===== config.mk =====
export PLATFORM = sky130hd
export DESIGN_NAME = point_in_polygon_test_top
export DESIGN_NICKNAME = d
export VERILOG_FILES = /design/src/sv/pip_pkg.sv /design/src/sv/pip_ctrl.sv /design/src/sv/pip_dpath.sv /design/src/sv/point_in_polygon_test_top.sv
export SDC_FILE = /design/constraint.sdc
export NUM_CORES = 2
export LEC_CHECK = 0
export BUFFER_PORTS_ARGS = -buffer_cell sky130_fd_sc_hd__buf_2
export CORE_MARGIN = 2
export CORE_UTILIZATION = 55
export CTS_CLUSTER_SIZE = 12
export DETAILED_ROUTE_END_ITERATION = 12
export PLACE_DENSITY = 0.79
export SLEW_MARGIN = 20
export SYNTH_ARGS = -nofsm -noshare
export SYNTH_HDL_FRONTEND = slang
export SYNTH_SLANG_ARGS = --single-unit

===== constraint.sdc =====
create_clock -name clock -period 18.1 [get_ports clock]
set_input_delay 0.905 -clock clock [delete_from_list [all_inputs] [get_ports clock]]
set_output_delay 0.905 -clock clock [all_outputs]
set_load 0.01 [all_outputs]

===== src/sv/pip_pkg.sv =====
// Shared types, widths and codes for the point-in-polygon crossing-number block.
// Used by the controller, the datapath and the top level. No dependencies.
package pip_pkg;

   localparam int MAX_VERTICES  = 64;
   localparam int COORD_BITS    = 16;
   localparam int IDX_BITS      = $clog2(MAX_VERTICES);
   localparam int CNT_BITS      = $clog2(MAX_VERTICES + 1);
   localparam int DIFF_BITS     = COORD_BITS + 2;
   localparam int PROD_BITS     = 2 * DIFF_BITS;
   localparam int KIND_BITS     = 2;
   localparam int CSR_ADDR_BITS = 1;

   typedef logic [KIND_BITS-1:0]             kind_type;
   typedef logic [CSR_ADDR_BITS-1:0]         csr_addr_type;
   typedef logic signed [COORD_BITS-1:0]     coord_type;
   typedef logic signed [DIFF_BITS-1:0]      diff_type;
   typedef logic signed [PROD_BITS-1:0]      prod_type;
   typedef logic [IDX_BITS-1:0]              idx_type;
   typedef logic [CNT_BITS-1:0]              cnt_type;

   localparam kind_type KIND_CLEAR  = 2'd0;
   localparam kind_type KIND_APPEND = 2'd1;
   localparam kind_type KIND_QUERY  = 2'd2;
   localparam kind_type KIND_SPARE  = 2'd3;

   localparam csr_addr_type CSR_ORIGIN_X = 1'b0;
   localparam csr_addr_type CSR_ORIGIN_Z = 1'b1;

   typedef struct packed {
      coord_type x;
      coord_type z;
   } vertex_type;

   typedef struct packed {
      logic    clear;
      logic    append;
      logic    load_point;
      logic    rd_en;
      logic    rd_edge;
      idx_type rd_addr;
   } cmd_type;

   typedef struct packed {
      cnt_type count;
      logic    full;
   } stat_type;

   function automatic diff_type to_diff(coord_type c);
      to_diff = {{(DIFF_BITS - COORD_BITS){c[COORD_BITS-1]}}, c};
   endfunction

endpackage


===== src/sv/pip_ctrl.sv =====
// Controller state machine: decodes transfers, walks the vertex store, times the result.
// Depends on pip_pkg.
module pip_ctrl (
   input  logic               clock,
   input  logic               reset,
   input  logic               start,
   input  pip_pkg::kind_type  kind,
   input  pip_pkg::stat_type  stat,
   output pip_pkg::cmd_type   cmd,
   output logic               busy,
   output logic               rsp_valid
);
   import pip_pkg::*;

   localparam int DRAIN_CYCLES = 3;
   localparam int DRAIN_BITS   = $clog2(DRAIN_CYCLES);

   typedef enum logic [3:0] {
      ST_IDLE  = 4'b0001,
      ST_WALK  = 4'b0010,
      ST_DRAIN = 4'b0100,
      ST_DONE  = 4'b1000
   } state_type;

   state_type              state_ff, state_in;
   logic                   prime_ff, prime_in;
   idx_type                idx_ff, idx_in;
   logic [DRAIN_BITS-1:0]  drain_ff, drain_in;
   logic                   accept;
   cnt_type                cnt_m1;
   idx_type                last_idx;

   assign accept   = start && !busy;
   assign cnt_m1   = stat.count - 1'b1;
   assign last_idx = cnt_m1[IDX_BITS-1:0];
   assign busy     = (state_ff != ST_IDLE);
   assign rsp_valid = (state_ff == ST_DONE);

   always_comb begin
      state_in = state_ff;
      prime_in = prime_ff;
      idx_in   = idx_ff;
      drain_in = drain_ff;
      cmd      = '0;
      case (state_ff)
         ST_IDLE: begin
            if (accept) begin
               case (kind)
                  KIND_CLEAR:  cmd.clear = 1'b1;
                  KIND_APPEND: cmd.append = 1'b1;
                  KIND_QUERY: begin
                     cmd.load_point = 1'b1;
                     prime_in = 1'b1;
                     idx_in   = '0;
                     if (stat.count == '0) begin
                        state_in = ST_DONE;
                     end else begin
                        state_in = ST_WALK;
                     end
                  end
                  default: ;
               endcase
            end
         end
         ST_WALK: begin
            cmd.rd_en = 1'b1;
            if (prime_ff) begin
               cmd.rd_addr = last_idx;
               prime_in    = 1'b0;
            end else begin
               cmd.rd_addr = idx_ff;
               cmd.rd_edge = 1'b1;
               if (idx_ff == last_idx) begin
                  state_in = ST_DRAIN;
                  drain_in = '0;
               end else begin
                  idx_in = idx_ff + 1'b1;
               end
            end
         end
         ST_DRAIN: begin
            if (drain_ff == DRAIN_BITS'(DRAIN_CYCLES - 1)) begin
               state_in = ST_DONE;
            end else begin
               drain_in = drain_ff + 1'b1;
            end
         end
         ST_DONE: state_in = ST_IDLE;
         default: state_in = ST_IDLE;
      endcase
   end

   always_ff @(posedge clock) begin
      if (reset) begin
         state_ff <= ST_IDLE;
         prime_ff <= 1'b0;
         idx_ff   <= '0;
         drain_ff <= '0;
      end else begin
         state_ff <= state_in;
         prime_ff <= prime_in;
         idx_ff   <= idx_in;
         drain_ff <= drain_in;
      end
   end

   a_single_strobe: assert property (@(posedge clock) disable iff (reset)
      rsp_valid |=> !rsp_valid)
      else $error("result strobe held for more than one cycle");

   a_empty_query: assert property (@(posedge clock) disable iff (reset)
      (accept && kind == KIND_QUERY && stat.count == '0) |=> rsp_valid)
      else $error("query on an empty store did not answer at once");

   a_read_busy: assert property (@(posedge clock) disable iff (reset)
      cmd.rd_en |-> (busy && !rsp_valid))
      else $error("vertex read outside of a query walk");

endmodule


===== src/sv/pip_dpath.sv =====
// Datapath: origin registers, vertex store, and the pipelined edge crossing test.
// Depends on pip_pkg; driven by pip_ctrl commands.
module pip_dpath (
   input  logic                  clock,
   input  logic                  reset,
   input  pip_pkg::cmd_type      cmd,
   input  pip_pkg::coord_type    coord_x,
   input  pip_pkg::coord_type    coord_z,
   input  logic                  csr_we,
   input  pip_pkg::csr_addr_type csr_addr,
   input  pip_pkg::coord_type    csr_wdata,
   output pip_pkg::stat_type     stat,
   output logic                  parity
);
   import pip_pkg::*;

   vertex_type mem [MAX_VERTICES];

   coord_type  origin_x_ff, origin_z_ff;
   cnt_type    count_ff, count_in;
   logic       full;

   diff_type   px_ff, pz_ff;
   logic       rd_valid_ff, rd_edge_ff;
   vertex_type rd_vtx_ff, prev_ff;

   diff_type   xi, zi, dx_w, dz_w, a_w, e_w;
   logic       pos_w, neg_w, ok_w;

   logic       d_valid_ff, d_pos_ff;
   diff_type   dx_ff, dz_ff, a_ff, e_ff;

   logic       m_valid_ff, m_pos_ff;
   prod_type   p1_ff, p2_ff;
   logic       hit;
   logic       inside_ff;

   assign full       = (count_ff == CNT_BITS'(MAX_VERTICES));
   assign stat.count = count_ff;
   assign stat.full  = full;
   assign parity     = inside_ff;

   always_comb begin
      count_in = count_ff;
      if (cmd.clear) begin
         count_in = '0;
      end else if (cmd.append && !full) begin
         count_in = count_ff + 1'b1;
      end
   end

   always_ff @(posedge clock) begin
      if (reset) begin
         origin_x_ff <= '0;
         origin_z_ff <= '0;
         count_ff    <= '0;
      end else begin
         count_ff <= count_in;
         if (csr_we) begin
            case (csr_addr)
               CSR_ORIGIN_X: origin_x_ff <= csr_wdata;
               CSR_ORIGIN_Z: origin_z_ff <= csr_wdata;
               default: ;
            endcase
         end
      end
   end

   always_ff @(posedge clock) begin
      if (cmd.append && !full) begin
         mem[count_ff[IDX_BITS-1:0]] <= '{x: coord_x, z: coord_z};
      end
      if (cmd.rd_en) begin
         rd_vtx_ff <= mem[cmd.rd_addr];
      end
   end

   assign xi   = to_diff(rd_vtx_ff.x);
   assign zi   = to_diff(rd_vtx_ff.z);
   assign dx_w = to_diff(prev_ff.x) - xi;
   assign dz_w = to_diff(prev_ff.z) - zi;
   assign a_w  = pz_ff - zi;
   assign e_w  = px_ff - xi;
   assign pos_w = !dz_w[DIFF_BITS-1] && (dz_w != '0);
   assign neg_w = dz_w[DIFF_BITS-1];

   always_comb begin
      ok_w = 1'b0;
      if (pos_w) begin
         ok_w = !a_w[DIFF_BITS-1] && (a_w < dz_w);
      end else if (neg_w) begin
         ok_w = (a_w[DIFF_BITS-1] || (a_w == '0)) && (a_w > dz_w);
      end
   end

   assign hit = m_pos_ff ? (p1_ff >= p2_ff) : (p2_ff >= p1_ff);

   always_ff @(posedge clock) begin
      if (reset) begin
         rd_valid_ff <= 1'b0;
         rd_edge_ff  <= 1'b0;
         d_valid_ff  <= 1'b0;
         m_valid_ff  <= 1'b0;
      end else begin
         rd_valid_ff <= cmd.rd_en;
         rd_edge_ff  <= cmd.rd_en && cmd.rd_edge;
         d_valid_ff  <= rd_edge_ff && ok_w;
         m_valid_ff  <= d_valid_ff;
      end
   end

   always_ff @(posedge clock) begin
      if (cmd.load_point) begin
         px_ff <= to_diff(coord_x) - to_diff(origin_x_ff);
         pz_ff <= to_diff(coord_z) - to_diff(origin_z_ff);
      end
      if (rd_valid_ff) begin
         prev_ff <= rd_vtx_ff;
      end
      dx_ff    <= dx_w;
      dz_ff    <= dz_w;
      a_ff     <= a_w;
      e_ff     <= e_w;
      d_pos_ff <= pos_w;
      p1_ff    <= dx_ff * a_ff;
      p2_ff    <= e_ff * dz_ff;
      m_pos_ff <= d_pos_ff;
      if (cmd.load_point) begin
         inside_ff <= 1'b0;
      end else if (m_valid_ff && hit) begin
         inside_ff <= !inside_ff;
      end
   end

   a_count_bound: assert property (@(posedge clock) disable iff (reset)
      count_ff <= CNT_BITS'(MAX_VERTICES))
      else $error("vertex count beyond the store depth");

   a_append_counts: assert property (@(posedge clock) disable iff (reset)
      (cmd.append && !full && !cmd.clear) |=> (count_ff == $past(count_ff) + 1'b1))
      else $error("accepted append did not advance the count");

   a_full_drops: assert property (@(posedge clock) disable iff (reset)
      (cmd.append && full) |=> $stable(count_ff))
      else $error("append to a full store changed the count");

endmodule


===== src/sv/point_in_polygon_test_top.sv =====
// Top level of the point-in-polygon crossing-number block.
// Instantiates pip_ctrl and pip_dpath; depends on pip_pkg.
//
//   channel   ports                                       handshake
//   request   req_kind, req_coord_x, req_coord_z          start high and busy low
//   result    rsp_inside_res, rsp_vertices_held,          rsp_valid, one cycle
//             rsp_full_res
//   config    csr_addr, csr_wdata                         csr_we, no wait
//
// A clear or append transfer leaves the block idle, ready for the next transfer. A query
// over n stored vertices, n at least one, makes n + 1 vertex reads through the single
// store read port, drains the read, difference and product registers, shows the result
// and returns to idle. A query on an empty store answers in the next cycle.
// Reset is synchronous and empties the store and zeros both origins.
// The result is shown for one cycle only; the receiver cannot stall it.
module point_in_polygon_test_top (
   input  logic                  clock,
   input  logic                  reset,
   input  logic                  start,
   output logic                  busy,
   input  pip_pkg::kind_type     req_kind,
   input  pip_pkg::coord_type    req_coord_x,
   input  pip_pkg::coord_type    req_coord_z,
   input  logic                  csr_we,
   input  pip_pkg::csr_addr_type csr_addr,
   input  pip_pkg::coord_type    csr_wdata,
   output logic                  rsp_valid,
   output logic                  rsp_inside_res,
   output pip_pkg::cnt_type      rsp_vertices_held,
   output logic                  rsp_full_res
);
   import pip_pkg::*;

   cmd_type  cmd;
   stat_type stat;
   logic     parity;

   pip_ctrl u_ctrl (
      .clock     (clock),
      .reset     (reset),
      .start     (start),
      .kind      (req_kind),
      .stat      (stat),
      .cmd       (cmd),
      .busy      (busy),
      .rsp_valid (rsp_valid)
   );

   pip_dpath u_dpath (
      .clock     (clock),
      .reset     (reset),
      .cmd       (cmd),
      .coord_x   (req_coord_x),
      .coord_z   (req_coord_z),
      .csr_we    (csr_we),
      .csr_addr  (csr_addr),
      .csr_wdata (csr_wdata),
      .stat      (stat),
      .parity    (parity)
   );

   assign rsp_inside_res    = parity;
   assign rsp_vertices_held = stat.count;
   assign rsp_full_res      = stat.full;

endmodule

==> flow_metrics.tcl <==
set metrics [dict create \
    p_leak_nw 48.5 \
    tightest_slew_ps 1190 \
    overflow 0 \
    setup_violations 0 \
    core_area_sq_um 214000 \
    status "completed" \
    multiInputGateArea_sq_um 44900 \
    r2r_start "u_dpath.dx_ff[2]" \
    arrival_ps 7860 \
    rsz0062_at_grt "no" \
    muxShareOfSynthArea_pct 0.0604 \
    tritoncts "built" \
    power.density_nw_per_um2 138 \
    synth_fa_ha_area_share_pct 14.1 \
    dieArea_sq_um 218000 \
    tns_ps 0 \
    ys_ff_latch 2345 \
    syn_to_final_growth_pct 8.85 \
    fmax_mhz 140 \
    clock_skew_ps 110 \
    synth_top_family_by_area "simple AND/OR/NAND/NOR gates" \
    drt_wl_total_um 325000 \
    grt_start_max_net_pins 174 \
    clkTransAtPathRegs_ps 60 \
    yosysMostFrequentCell "nand2_1" \
    die_w_um 467 \
    synthDistinctLibCells 76 \
    async_flop_share_pct 0 \
    ant_nets 0 \
    clk_latency_ps 920 \
    grt_pass1_wl_um 483000 \
    fillers 15910 \
    final_nets 10969 \
    htreeDepth 4 \
    period_share_pct 39.4 \
    io_buffers 65 \
    start_kind "register" \
    initial_core_util_pct 55.2 \
    whs_endpoint "u_dpath.origin_z_ff[11]" \
    hp-class "input port to register" \
    cts_root_buffer "clkbuf_16" \
    syn_inst 10036 \
    track_usage_pct 29.4 \
    yosys.area_share.xor_xnor_pct 1.11 \
    vias 80567 \
    yosysTopAreaCellShare_pct 54.6 \
    drc 0 \
    r2r_end "u_dpath.p1_ff[34]" \
    synth_nets 11048 \
    max-clock-path-buffers 3 \
    die_y_um 467 \
    dp.cells 12560 \
    peakVddDrop_mv 0.306 \
    reg2regPathDepth 20 \
    hpwl_um 200000 \
    gp_congestion 0.939 \
    syn_area_sq_um 118000 \
    ff_latch_area_sq_um 68400 \
    period_needed_ps 7130 \
    grt_antenna_before_repair 31 \
    fin_area_sq_um 129000 \
    routed_via_density 6.22 \
    slew-limit-headroom_pct 20.1 \
    first_iter_violations 11106 \
    post_cts.repair.setup_buffers 0 \
    required_ps 18830 \
    synth_edf_count 2146 \
    ys_warn_count 0 \
    maxCapViolCount 0 \
    ff2ff_setup_slack_ps 10970 \
    synth_area_leader_cell "edfxtp_1" \
    synthTopCellsByArea "edfxtp_1 (55%), fa_1 (11%), nand2_1 (7.9%), ha_1 (3.5%), dfxtp_1 (3.4%)" \
    ctsHoldBuffers 0 \
    drive_gt1_share_pct 6.25 \
    synth_compound_area_share_pct 7.14 \
    pre_cts_slack_ps 11060 \
    synth_ff_type "edfxtp_1" \
    final_cells 12946 \
    min_from "csr_wdata[11]" \
    ys_top_cells_by_count "nand2_1 (2,483), edfxtp_1 (2,146), inv_1 (811), fa_1 (628), nand3_1 (563)" \
    hold_depth 3 \
    drt_pass1_iterations 8 \
    crit_fanout 18 \
    synth_area_per_cell_sq_um 11.8 \
    fin_ws_ps 10970 \
    grt_pass1_vias 80408 \
    cts_sinks 2345 \
    placed_cell_area_sq_um 122000 \
    ys_seq_area_share_pct 57.9 \
    slew_violations 0 \
    synth-simple-area-share_pct 15.1 \
    cts_resized 0 \
    num_rows 170 \
    final_hold_viol_count 0 \
    wl_per_cell_um 25.1 \
    ioPinCount 66 \
    crit_type "register to register" \
    cts_buffers 232 \
    cp-end-kind "register" \
]
[critical path, stage by stage, from the launching register on]
cell and delay (ps):
dfxtp_1 820, nand2_1 210, inv_1 180, fa_1 570
fa_1 590, fa_1 460, fa_1 510, fa_1 500
inv_1 50, fa_1 540, inv_1 70, ha_1 330
and3_1 210, and4_1 270, o21a_1 130, o31ai_1 100
a21boi_0 500, a41oi_1 220, a2111o_1 410, o21ai_0 210
xnor2_1 100
[per-stage QoR]
stage	utilization (%)	hold slack (ps)	total power, mW
detailed placement	56.9	403	13.3
global route	60.1	304	18.8
finish	60.1	309	17.8
CTS	60.1	276	17.7
floorplan	-	310	11.3
global placement	56.9	407	13.1
[cells by family (layout without fill, tap and decap cells)]
group,after synthesis,in the layout
other cells,0,9
mux,7,7
fa+ha+maj,957,957
simple gates,4032,4032
buf+inv,1367,1430
compound gates,1178,1178
flops,2345,2345
xor+xnor,150,150
[report_power, final]
group	total, mW	internal (mW)	switching (mW)
Combinational	7.13	2.94	4.20
Clock	4.43	2.41	2.02
Sequential	6.20	6.12	0.0783
[worst max path at each step]
stage / cells past startpoint / slack [ps] / endpoint / start
floorplan: 22 / 11950 / u_dpath.p1_ff[34] / u_dpath.dx_ff[8]
global placement: 20 / 11230 / u_dpath.p1_ff[34] / u_dpath.dx_ff[2]
detailed placement: 20 / 11060 / u_dpath.p1_ff[34] / u_dpath.dx_ff[2]
CTS: 20 / 11050 / u_dpath.p1_ff[34] / u_dpath.dx_ff[2]
global route: 20 / 10450 / u_dpath.p1_ff[34] / u_dpath.dx_ff[2]
finish: 20 / 10970 / u_dpath.p1_ff[34] / u_dpath.dx_ff[2]
[registers in the layout, indices dropped and copies added (netlist names), 17 cells and up]
register / cells
u_dpath.px_ff: 17
u_dpath.pz_ff: 17
u_dpath.p1_ff: 35
u_dpath.e_ff: 18
u_dpath.rd_vtx_ff: 32
u_dpath.p2_ff: 35
u_dpath.prev_ff: 32
u_dpath.mem: 2048
u_dpath.a_ff: 18
u_dpath.dz_ff: 17
u_dpath.dx_ff: 17
[cell type report]
class / instances / area share [%]
tap: 2838 / 2.76
antenna: 9 / 0.0175
timing repair buffer: 242 / 1.39
clock inverter: 74 / 0.558
inverter: 812 / 2.37
sequential: 2345 / 53.2
multi-input combinational: 6324 / 34.9
clock buffer: 302 / 4.78
[cells in the final DEF, fill, tap and decap left out, types with 22 or more instances in the layout]
| cell | instances |
|---|---|
| ha_1 | 329 |
| a211oi_1 | 119 |
| xor2_1 | 47 |
| o21a_1 | 23 |
| a31oi_1 | 137 |
| nor3_1 | 52 |
| dfxtp_1 | 199 |
| or3_1 | 22 |
| a21oi_1 | 253 |
| o21ai_0 | 76 |
| nand3_1 | 563 |
| nand2b_1 | 31 |
| clkinv_1 | 29 |
| clkbuf_1 | 61 |
| nor2b_1 | 36 |
| a311oi_1 | 385 |
| nand4_1 | 22 |
| fa_1 | 628 |
| inv_1 | 811 |
| nor2_1 | 134 |
| buf_4 | 168 |
| nor2_4 | 65 |
| clkbuf_16 | 232 |
| and2_1 | 304 |
| nand2_1 | 2482 |
| edfxtp_1 | 2146 |
| and3_1 | 271 |
| xnor2_1 | 103 |
| a21o_1 | 53 |
| buf_2 | 64 |
[metal layers]
metal  vias up  routed length (um)  global-route usage [%]
met1     39649              116000                    37.7
met4        24               19300                    16.0
met5         -                 139                       0
met3       980               38500                    6.67
met2      5136              151000                    46.7
li1      34778                   -                       -
Note: power is estimated with default switching activity, not from simulation.
